$ cat config.mk
export PLATFORM = sky130hd
export DESIGN_NAME = sliding_window_average
export DESIGN_NICKNAME = d
export VERILOG_FILES = /design/src/rtl/swa_pkg.sv /design/src/rtl/swa_ctrl.sv /design/src/rtl/swa_dpath.sv /design/src/rtl/sliding_window_average.sv
export SDC_FILE = /design/constraint.sdc
export NUM_CORES = 2
export LEC_CHECK = 0
export BUFFER_PORTS_ARGS = -buffer_cell sky130_fd_sc_hd__buf_2
export CORE_MARGIN = 2
export CORE_UTILIZATION = 25
export DETAILED_ROUTE_END_ITERATION = 6
export PLACE_DENSITY = 0.4
export SYNTH_ARGS = -nofsm -noshare
export SYNTH_HDL_FRONTEND = slang
export SYNTH_SLANG_ARGS = --single-unit
$ cat constraint.sdc
create_clock -name clk -period 10.1 [get_ports clk]
set_input_delay 1.01 -clock clk [delete_from_list [all_inputs] [get_ports clk]]
set_output_delay 1.01 -clock clk [all_outputs]
set_load 0.005 [all_outputs]
$ cat src/rtl/swa_pkg.sv
// ----------------------------------------------------------------------------
// swa_pkg
// Shared constants and the command/status bundles that pass between the
// sliding window average controller and its datapath.
// ----------------------------------------------------------------------------
`default_nettype none

package swa_pkg;

    // default configuration
    localparam int DEF_WINDOW      = 128;
    localparam int DEF_SAMPLE_BITS = 12;

    // fixed port widths
    localparam int IN_BITS  = 12;
    localparam int AVG_BITS = 12;

    // commands from controller to datapath
    typedef struct packed {
        logic accept;     // item taken: write store, read oldest entry
        logic update;     // fold sample into sum, advance position and count
        logic div_step;   // one restoring divide step
        logic out_load;   // move quotient into the output register
    } swa_cmd_t;

    // status from datapath to controller
    typedef struct packed {
        logic out_free;   // output register empty or being drained this cycle
    } swa_stat_t;

endpackage

`default_nettype wire

$ cat src/rtl/swa_ctrl.sv
// ----------------------------------------------------------------------------
// swa_ctrl
// Sequencer for the sliding window average: accept, update, a bit-serial
// divide of SUM_BITS steps, then hand-off to the output register.
// ----------------------------------------------------------------------------
`default_nettype none

module swa_ctrl
    import swa_pkg::*;
#(
    parameter int SUM_BITS = DEF_SAMPLE_BITS + $clog2(DEF_WINDOW + 1)
)
(
    input  wire logic      clk,
    input  wire logic      rst_n,
    input  wire logic      in_valid,
    output logic           in_ready,
    output swa_cmd_t       cmd,
    input  wire swa_stat_t stat
);

    localparam int CNT_BITS = $clog2(SUM_BITS);

    typedef enum logic [3:0] {
        S_IDLE = 4'b0001,
        S_UPD  = 4'b0010,
        S_DIV  = 4'b0100,
        S_HOLD = 4'b1000
    } state_t;

    state_t              state_reg, state_next;
    logic [CNT_BITS-1:0] cnt_reg, cnt_next;
    logic                div_last;

    assign div_last = (cnt_reg == CNT_BITS'(SUM_BITS - 1));
    assign in_ready = (state_reg == S_IDLE);

    // next state and commands
    always_comb
    begin
        state_next   = state_reg;
        cnt_next     = cnt_reg;
        cmd          = '0;
        case (state_reg)
            S_IDLE:
            begin
                if (in_valid)
                begin
                    cmd.accept = 1'b1;
                    state_next = S_UPD;
                end
            end
            S_UPD:
            begin
                cmd.update = 1'b1;
                cnt_next   = '0;
                state_next = S_DIV;
            end
            S_DIV:
            begin
                cmd.div_step = 1'b1;
                cnt_next     = cnt_reg + 1'b1;
                if (div_last)
                begin
                    state_next = S_HOLD;
                end
            end
            S_HOLD:
            begin
                if (stat.out_free)
                begin
                    cmd.out_load = 1'b1;
                    state_next   = S_IDLE;
                end
            end
            default:
            begin
                state_next = S_IDLE;
            end
        endcase
    end

    // state registers
    always_ff @(posedge clk or negedge rst_n)
    begin
        if (!rst_n)
        begin
            state_reg <= S_IDLE;
            cnt_reg   <= '0;
        end
        else
        begin
            state_reg <= state_next;
            cnt_reg   <= cnt_next;
        end
    end

endmodule

`default_nettype wire

$ cat src/rtl/swa_dpath.sv
// ----------------------------------------------------------------------------
// swa_dpath
// Sample store, running sum, write position, fill count, restoring divider
// and output register of the sliding window average.
// ----------------------------------------------------------------------------
`default_nettype none

module swa_dpath
    import swa_pkg::*;
#(
    parameter int WINDOW      = DEF_WINDOW,
    parameter int SAMPLE_BITS = DEF_SAMPLE_BITS,
    parameter int SUM_BITS    = SAMPLE_BITS + $clog2(WINDOW + 1)
)
(
    input  wire logic                clk,
    input  wire logic                rst_n,
    input  wire swa_cmd_t            cmd,
    output swa_stat_t                stat,
    input  wire logic [IN_BITS-1:0]  sample,
    output logic                     out_valid,
    input  wire logic                out_ready,
    output logic [AVG_BITS-1:0]      average_level,
    output logic                     window_full
);

    localparam int POS_BITS = $clog2(WINDOW);
    localparam int FILL_BITS = $clog2(WINDOW + 1);

    logic [SAMPLE_BITS-1:0] store_mem [WINDOW];
    logic [SAMPLE_BITS-1:0] old_reg;
    logic [SAMPLE_BITS-1:0] smp_reg;
    logic [SAMPLE_BITS-1:0] old_val;
    logic [SUM_BITS-1:0]    sum_reg, sum_next;
    logic [POS_BITS-1:0]    pos_reg;
    logic [FILL_BITS-1:0]   fill_reg;
    logic                   full;
    logic [SUM_BITS-1:0]    quo_reg;
    logic [FILL_BITS-1:0]   rem_reg;
    logic [FILL_BITS:0]     rem_shift;
    logic                   rem_ge;
    logic [FILL_BITS-1:0]   rem_next;
    logic                   out_valid_reg;
    logic [AVG_BITS-1:0]    avg_reg;
    logic                   full_reg;

    assign full = (fill_reg == FILL_BITS'(WINDOW));

    // store: read-first, oldest entry comes out as the new one goes in
    always_ff @(posedge clk)
    begin
        if (cmd.accept)
        begin
            old_reg            <= store_mem[pos_reg];
            store_mem[pos_reg] <= SAMPLE_BITS'(sample);
            smp_reg            <= SAMPLE_BITS'(sample);
        end
    end

    // entries not yet written count as zero until the window has filled
    assign old_val  = full ? old_reg : '0;
    assign sum_next = sum_reg - SUM_BITS'(old_val) + SUM_BITS'(smp_reg);

    // running sum, position and fill count
    always_ff @(posedge clk or negedge rst_n)
    begin
        if (!rst_n)
        begin
            sum_reg  <= '0;
            pos_reg  <= '0;
            fill_reg <= '0;
        end
        else if (cmd.update)
        begin
            sum_reg <= sum_next;
            if (pos_reg == POS_BITS'(WINDOW - 1))
            begin
                pos_reg <= '0;
            end
            else
            begin
                pos_reg <= pos_reg + 1'b1;
            end
            if (!full)
            begin
                fill_reg <= fill_reg + 1'b1;
            end
        end
    end

    // restoring divide step, one quotient bit per cycle
    assign rem_shift = {rem_reg, quo_reg[SUM_BITS-1]};
    assign rem_ge    = (rem_shift >= {1'b0, fill_reg});
    assign rem_next  = rem_ge ? FILL_BITS'(rem_shift - {1'b0, fill_reg})
                              : FILL_BITS'(rem_shift);

    always_ff @(posedge clk)
    begin
        if (cmd.update)
        begin
            quo_reg <= sum_next;
            rem_reg <= '0;
        end
        else if (cmd.div_step)
        begin
            quo_reg <= {quo_reg[SUM_BITS-2:0], rem_ge};
            rem_reg <= rem_next;
        end
    end

    // output register
    assign stat.out_free = !out_valid_reg || out_ready;

    always_ff @(posedge clk or negedge rst_n)
    begin
        if (!rst_n)
        begin
            out_valid_reg <= 1'b0;
        end
        else if (cmd.out_load)
        begin
            out_valid_reg <= 1'b1;
        end
        else if (out_ready)
        begin
            out_valid_reg <= 1'b0;
        end
    end

    always_ff @(posedge clk)
    begin
        if (cmd.out_load)
        begin
            avg_reg  <= AVG_BITS'(quo_reg);
            full_reg <= full;
        end
    end

    assign out_valid     = out_valid_reg;
    assign average_level = avg_reg;
    assign window_full   = full_reg;

endmodule

`default_nettype wire

$ cat src/rtl/sliding_window_average.sv
// ----------------------------------------------------------------------------
// sliding_window_average
// Boxcar moving average over the last WINDOW samples with a running sum and
// a truncated mean, plus a flag once the window has filled.
// ----------------------------------------------------------------------------
//  channel  | signals                         | direction
//  ---------+---------------------------------+----------
//  input    | in_valid, in_ready, sample      | in
//  output   | out_valid, out_ready,           | out
//           | average_level, window_full      |
//
//  an item goes from acceptance to result through the update state, the
//  bit-serial restoring divider with one step per quotient bit, and the
//  load into the output register
//  in_ready returns as the result is loaded, so a new item is taken only
//  after the previous result has been loaded; a result waiting on
//  out_ready does not block the next item
//  reset needs no clearing pass: the oldest entry counts as zero until the
//  fill count reaches WINDOW, so the store itself is never cleared
// ----------------------------------------------------------------------------
`default_nettype none

module sliding_window_average
    import swa_pkg::*;
#(
    parameter int WINDOW      = DEF_WINDOW,
    parameter int SAMPLE_BITS = DEF_SAMPLE_BITS
)
(
    input  wire logic                clk,
    input  wire logic                rst_n,
    input  wire logic                in_valid,
    output logic                     in_ready,
    input  wire logic [IN_BITS-1:0]  sample,
    output logic                     out_valid,
    input  wire logic                out_ready,
    output logic [AVG_BITS-1:0]      average_level,
    output logic                     window_full
);

    localparam int SUM_BITS = SAMPLE_BITS + $clog2(WINDOW + 1);

    swa_cmd_t  cmd;
    swa_stat_t stat;

    // controller
    swa_ctrl #(
        .SUM_BITS (SUM_BITS)
    ) u_ctrl (
        .clk      (clk),
        .rst_n    (rst_n),
        .in_valid (in_valid),
        .in_ready (in_ready),
        .cmd      (cmd),
        .stat     (stat)
    );

    // datapath
    swa_dpath #(
        .WINDOW      (WINDOW),
        .SAMPLE_BITS (SAMPLE_BITS),
        .SUM_BITS    (SUM_BITS)
    ) u_dpath (
        .clk           (clk),
        .rst_n         (rst_n),
        .cmd           (cmd),
        .stat          (stat),
        .sample        (sample),
        .out_valid     (out_valid),
        .out_ready     (out_ready),
        .average_level (average_level),
        .window_full   (window_full)
    );

    // one item at a time: after an accept the input side closes
    assert property (@(posedge clk) disable iff (!rst_n)
        (in_valid && in_ready) |=> !in_ready)
    else $error("input taken again right after an accept");

    // the mean never exceeds the largest sample value
    assert property (@(posedge clk) disable iff (!rst_n)
        out_valid |-> ((average_level >> SAMPLE_BITS) == '0))
    else $error("average wider than a sample");

    // once full, the window stays full
    assert property (@(posedge clk) disable iff (!rst_n)
        (out_valid && window_full) |=> window_full)
    else $error("window_full dropped");

    // a result never appears while the input side is open and nothing pending
    assert property (@(posedge clk) disable iff (!rst_n)
        (!out_valid && in_ready) |=> !out_valid)
    else $error("result without an item");

endmodule

`default_nettype wire
Word-level counts from Yosys, hierarchy flattened
Memories as Yosys holds them, arrays and structs flattened. A register that Yosys moved wholly into a read port is not among the register bits.
Cells that the tools add are included.
Operators by class
  eq/ne operators: 10
  multiplexer cells: 20
  add/sub/neg operators: 6
  bitwise gates (word level): 1
  reduce and logical (&&, ||, !) cells: 7
  order comparisons: 1
Operator list (count)
  $mux W20: 2
  $add A20 B12 Y20: 1
  $sub A20 B12 Y20: 1
  $pmux W4 S4: 1
  $mux W12: 1
  $mux W4: 3
  $mux W1: 10
  $pmux W5 S2: 1
  $ge A9 B8 Y1: 1
  $add A8 B1 Y8 const B: 1
  $eq A8 B8 Y1 const B: 1
  $mux W8: 1
  $sub A8 B8 Y8: 1
  $add A7 B1 Y7 const B: 1
  $eq A7 B7 Y1 const B: 1
  $mux W7: 1
  $reduce_bool A2 Y1: 3
  $add A5 B1 Y5 const B: 1
  $eq A5 B5 Y1 const B: 1
  $eq A4 B1 Y1 const B: 1
  $eq A4 B2 Y1 const B: 1
  $eq A4 B3 Y1 const B: 1
  $eq A4 B4 Y1 const B: 1
  $ne A2 B2 Y1 const B: 2
  6 further kinds: 6
Word-level totals
  memories: 1
  word-level logic and storage cells: 57
  bits of input ports: 16
  output and inout port bits: 15
  RAM bits: 1536
  bits in registers: 98
Memories
  u_dpath.store_mem: words 128, bits a word 12, read ports 1, clocked after Yosys merged registers in 1, write ports 1, RTL line swa_dpath.sv:30  | logic [SAMPLE_BITS-1:0] store_mem [WINDOW];

Depth between registers and ports, before layout
  depth after elaboration: 5
  gate-level depth with buffers: 18

Cells and area by module
Synthesis repeated with hierarchy kept, for this count alone.
Second synthesis, totals
  cells, all modules: 3830
  area total of the unflattened synthesis: 65469.0 um2
By module, submodules not included
  swa_dpath: sequential area each 48896.9 um2, area each 64984.8 um2, cells an instance 3784, times used 1
  swa_ctrl: sequential area each 226.5 um2, area each 484.2 um2, cells an instance 46, times used 1

Worst setup path after synthesis
Ideal clock, no wire load.
  path kind: register to register
  start: register u_dpath.fill_reg[1]
  end: register u_dpath.quo_reg[13] (data pin)
  setup time: 0.260 ns
  data arrival time: 3.783 ns
  path slack: 6.057 ns
  buffers on the path: 1
  stages on the path, launching flop included: 18
  period minus slack after synthesis: 4.043 ns
  cells stage by stage: dfrtp_1 -> inv_1 -> ha_1 -> nand4_1 -> nor4_1 -> clkbuf_1 -> and2_1 -> fa_1 -> inv_1 -> ha_1 -> a211oi_1 -> nor2_1 -> o21ai_0 -> o21ai_0 -> a21o_1 -> a221oi_1 -> xnor2_1 -> mux2_2
Between the ends
  cells in the longest elaborated chain, start to end: 5
RTL lines
  start: declaration: RTL line swa_dpath.sv:36  | logic [FILL_BITS-1:0] fill_reg;
  start signal: assignment: RTL line swa_dpath.sv:86  | fill_reg <= fill_reg + 1'b1;
  $eq A8 B8 Y1: RTL line swa_dpath.sv:47  | assign full = (fill_reg == FILL_BITS'(WINDOW));
  net u_dpath.full: RTL line swa_dpath.sv:37  | logic full;
  $mux W12: RTL line swa_dpath.sv:61  | assign old_val = full ? old_reg : '0;
  $sub A20 B12 Y20: RTL line swa_dpath.sv:62  | assign sum_next = sum_reg - SUM_BITS'(old_val) + SUM_BITS'(smp_reg);
  $add A20 B12 Y20: RTL line swa_dpath.sv:62
  $mux W20: RTL line swa_dpath.sv:99  | if (cmd.update)
  end signal: assignment: RTL line swa_dpath.sv:101  | quo_reg <= sum_next;
  end signal: assignment: RTL line swa_dpath.sv:106  | quo_reg <= {quo_reg[SUM_BITS-2:0], rem_ge};
  end: declaration: RTL line swa_dpath.sv:38  | logic [SUM_BITS-1:0] quo_reg;
The timed path passes the listed nets, and every way through them passes these cells.
A chain may end at the register's enable or synchronous reset.

==> key figures <==
Setup path
  – Data required time at the worst endpoint: ~11 ns
  – R2R Path Start: u_dpath.pos_reg[1]
  – Worst R2R Setup Slack: approximately 4.9 ns
  – Depth of the worst register-to-register path: 10
  – Type of the setup path with the least slack: flop to flop
  – Data arrival time at the worst-slack endpoint: ~5.8 ns
  – Worst Path Max Fanout: 81
  – Endpoint of the worst register-to-register path: u_dpath.old_reg[7]
  – Launching element type of the critical path: flop
  – Critical Path End Type: flop

Final layout
  – Flip-flop count of the largest register after layout: between 1,500 and 2,000
  – Area delta synth->final: 16.2%
  – Final non-filler cell area: around 76,000 sq um
  – Layout Nets: approximately 4,000
  – Layout cells sized above 1: 19.5%

Global routing
  – Global Route Usage Sum: 16.6%
  – Number of antenna violations at the first check in global routing: 20
  – Maximum number of pins on one net before global-route repair: just under 100
  – Via count of the first global-routing pass: approximately 36,000
  – GRT overflow: 0
  – First-pass GRT wire length: slightly above 300,000 um

Logic synthesis
  – Top area cells in the synthesized netlist: edfxtp_1 73%, mux4_2 4.9%, mux2i_1 2.3%
  – Synth top area share: between 70 and 80%
  – Simple-gate share of the synthesized area: 3.85%
  – Syn Area/Cell: between 15 and 20 sq um
  – Biggest area consumer among synthesized cells: edfxtp_1
  – Syn nets: approximately 3,900
  – Synth Area in Adders: 1.01%
  – Share of synthesized area spent on multiplexers: under 10%
  – Post-synthesis instance area: between 60,000 and 70,000 sq um
  – Asr flop ratio synth: under 10%
  – Post-synthesis share of cell area spent on xor and xnor gates: less than 1%
  – Largest family of logic cells by synthesized area: multiplexers
  – Synthesis warning total: 0
  – Post-Synthesis Cells: 3,800
  – Distinct cell type count after synthesis: 73
  – Number of synthesized flops with an enable pin: 1,593
  – Synth Flop Type: edfxtp_1
  – Share of synthesized area occupied by flip-flops and latches: between 70% and 80%
  – Flip-flop and latch count after synthesis: 1,646
  – Area fraction in compound gates after synthesis: under 10%

Route
  – Wire length on met3: 13,900 um
  – Starting DRC count in detailed routing: approximately 4,200
  – DRC Markers: 0
  – Detailed-routing wirelength on met1: ~100,000 um
  – TritonRoute pass-1 iters: 5
  – Post-DRT Antenna Nets: 0
  – Detailed-route wire length per cell: roughly 30 um
  – Met2 Routed Length: just over 100,000 um
  – Routed via count divided by cell count: just under 5
  – Top layer used by detailed routing: met5
  – Via count: 36,735
  – Sum of routed wire length over all layers: ~230,000 um

CTS
  – Number of clock sinks: between 1,500 and 2,000
  – Total CTS buffers: roughly 180
  – Quantity of hold-fixing buffers added after cts: 0
  – Post-CTS setup buffers: 0
  – Number of levels in the clock H-tree: 4
  – Number of buffers on the longest clock path: 3
  – Insertion delay to the later sink of the worst-skew pair: ~0.85 ns
  – CTS clock-pin slew for the worst setup and hold paths: around 0.06 ns
  – CTS resizes: 0
  – Buffer type at the clock tree root: clkbuf_16
  – Clock tree from TritonCTS: done

Timing
  – RSZ-0062 raised after global routing: false
  – Hold Vio Cnt, Final: 0
  – Number of slew-limit violations in the final report: 0
  – Transition time of the tightest slew-check pin: ~1.2 ns
  – Minimum hold slack: between 0.3 and 0.4 ns
  – Post-route fraction of the period consumed by the critical path: roughly half
  – Post-Route Skew: 0.0656 ns
  – Relative max-transition margin: between 10% and 20%
  – Total negative setup slack: 0 ns
  – Max Clock Freq: about 190 MHz
  – Time the worst path needs with I/O delays and setup: roughly 5.2 ns
  – Final setup violation count: 0

Placed design
  – Port Buffer Count: 30
  – Placed Area: 70,600 sq um
  – Placer congestion estimate: roughly 0.83
  – Half-perimeter wire length after detailed placement: approximately 130,000 um

Floorplan
  – Total Die Area: around 270,000 sq um
  – Number of standard-cell rows in the floorplan: between 150 and 200
  – Die Ht: slightly above 500 um
  – Area of the core: between 200,000 and 300,000 sq um
  – Boundary pin count: 31
  – X dimension of the die: a little over 500 um
  – Starting density of the core: 25.1%

Power
  – Power density cells: about 270 nW/um^2
  – Sequential group share of total power: between 30% and 40%
  – Switching power summed over all nets: ~7.3 mW
  – Combinational share of power: 30.8%
  – Net switching share of the total power: a little over a third
  – Pleak: roughly 24 nW
  – Clock Power Share: 31.1%
  – Peak supply drop: 0.210 mV
  – Internal portion of total power: around 14 mW

Run
  – Maximum Capacitance Violations: 0

Run status
  – Status: complete, no violations

Worst hold path
  – Min-delay worst type: input pin to asynchronous set/reset pin
==> metal layers <==
metal / up-vias / GRT usage, %
met4: 2 / 3.94
met3: 251 / 3.18
met2: 1165 / 25.6
met5: - / 0
li1: 15552 / -
met1: 19765 / 24.0
==> critical path, cell delays in order, from the launching register on <==
cell and delay [ns]:
dfrtp_4 0.96, buf_12 0.52, nor2b_4 0.33, buf_4 0.39, a221oi_1 0.43, nor2_1 0.08, nor3_1 0.73, a31oi_1 0.41
a21oi_1 0.30, a221oi_1 0.10, or4_1 0.55
==> cell usage in the layout (no fill, tap or decap), types with 18 or more instances in the layout <==
cell and instances:
a21oi_1 180, a221oi_1 170, a22o_1 44, a22oi_1 60, and2_1 19, buf_2 19
buf_4 188, clkbuf_1 47, clkbuf_16 183, clkinv_1 40, clkinv_2 18, dfrtp_1 38
edfxtp_1 1593, ha_1 32, inv_1 69, mux2_2 131, mux2i_1 149, mux4_2 143
nand2_1 165, nand3_1 25, nor2_1 232, nor2_2 41, nor3_1 26, o21ai_0 100
o22ai_1 65, xnor2_1 21
==> power groups by stage <==
stage	Combinational, mW	Clock [mW]	Sequential, mW
3_3_place_gp	6.45	0	8.07
5_1_grt	6.78	6.88	7.95
6_report	6.40	6.47	7.93
2_1_floorplan	3.91	0	7.90
3_5_place_dp	6.44	0	8.07
4_1_cts	6.46	6.62	7.93
==> cell type report <==
class                           instances  area [sq um]
Inverter                               71           274
Multi-Input combinational cell       1843         15200
Clock buffer                          232          4780
Tap cell                             3515          4400
Antenna cell                            2          5.00
Sequential cell                      1646         49100
Clock inverter                         87           883
Fill cell                           26014        186000
Timing Repair Buffer                  213          1620
==> how the worst max path moves through the flow <==
stage / slack, ns / start / depth (start not counted) / end
floorplan: 6.06 / u_dpath.fill_reg[1] / 17 / u_dpath.quo_reg[13]
global placement: 4.47 / u_dpath.pos_reg[2] / 10 / u_dpath.old_reg[9]
detailed placement: 4.79 / u_dpath.pos_reg[1] / 10 / u_dpath.old_reg[7]
CTS: 4.79 / u_dpath.pos_reg[1] / 10 / u_dpath.old_reg[7]
global route: 4.71 / u_dpath.pos_reg[1] / 10 / u_dpath.old_reg[7]
finish: 4.87 / u_dpath.pos_reg[1] / 10 / u_dpath.old_reg[7]
==> cell families after synthesis <==
kind of cell	Yosys count
AO/OA/AOI/OAI	755
XOR/XNOR	30
adder cells (fa/ha/maj)	45
buffers and inverters	311
flip-flops	1646
multiplexers	427
AND/OR/NAND/NOR	586
==> metrics by stage <==
step,cells,util (%),power [mW],setup WS [ns]
2_1_floorplan,3800,-,11.8,6.06
3_3_place_gp,7286,27.0,14.5,4.47
3_5_place_dp,7288,27.0,14.5,4.79
4_1_cts,7607,29.1,21.0,4.79
5_1_grt,7607,29.1,21.6,4.71
6_report,7609,29.1,20.8,4.87
==> Yosys cell counts (all sizes together) (13+ instances only) <==
cell       n
inv       71
nand3     25
mux2i    149
and2      24
mux4     144
o22a      14
fa        13
a211oi    16
a22o      44
a21o      16
nor3      28
nor2     276
a221oi   174
nand2    165
ha        32
o211ai    15
o21ai    102
mux2     134
clkbuf    94
a21oi    180
buf      146
xnor2     21
edfxtp  1593
nor2b     20
a22oi     60
o22ai     65
dfrtp     44
(Power assumes the default switching activity.)
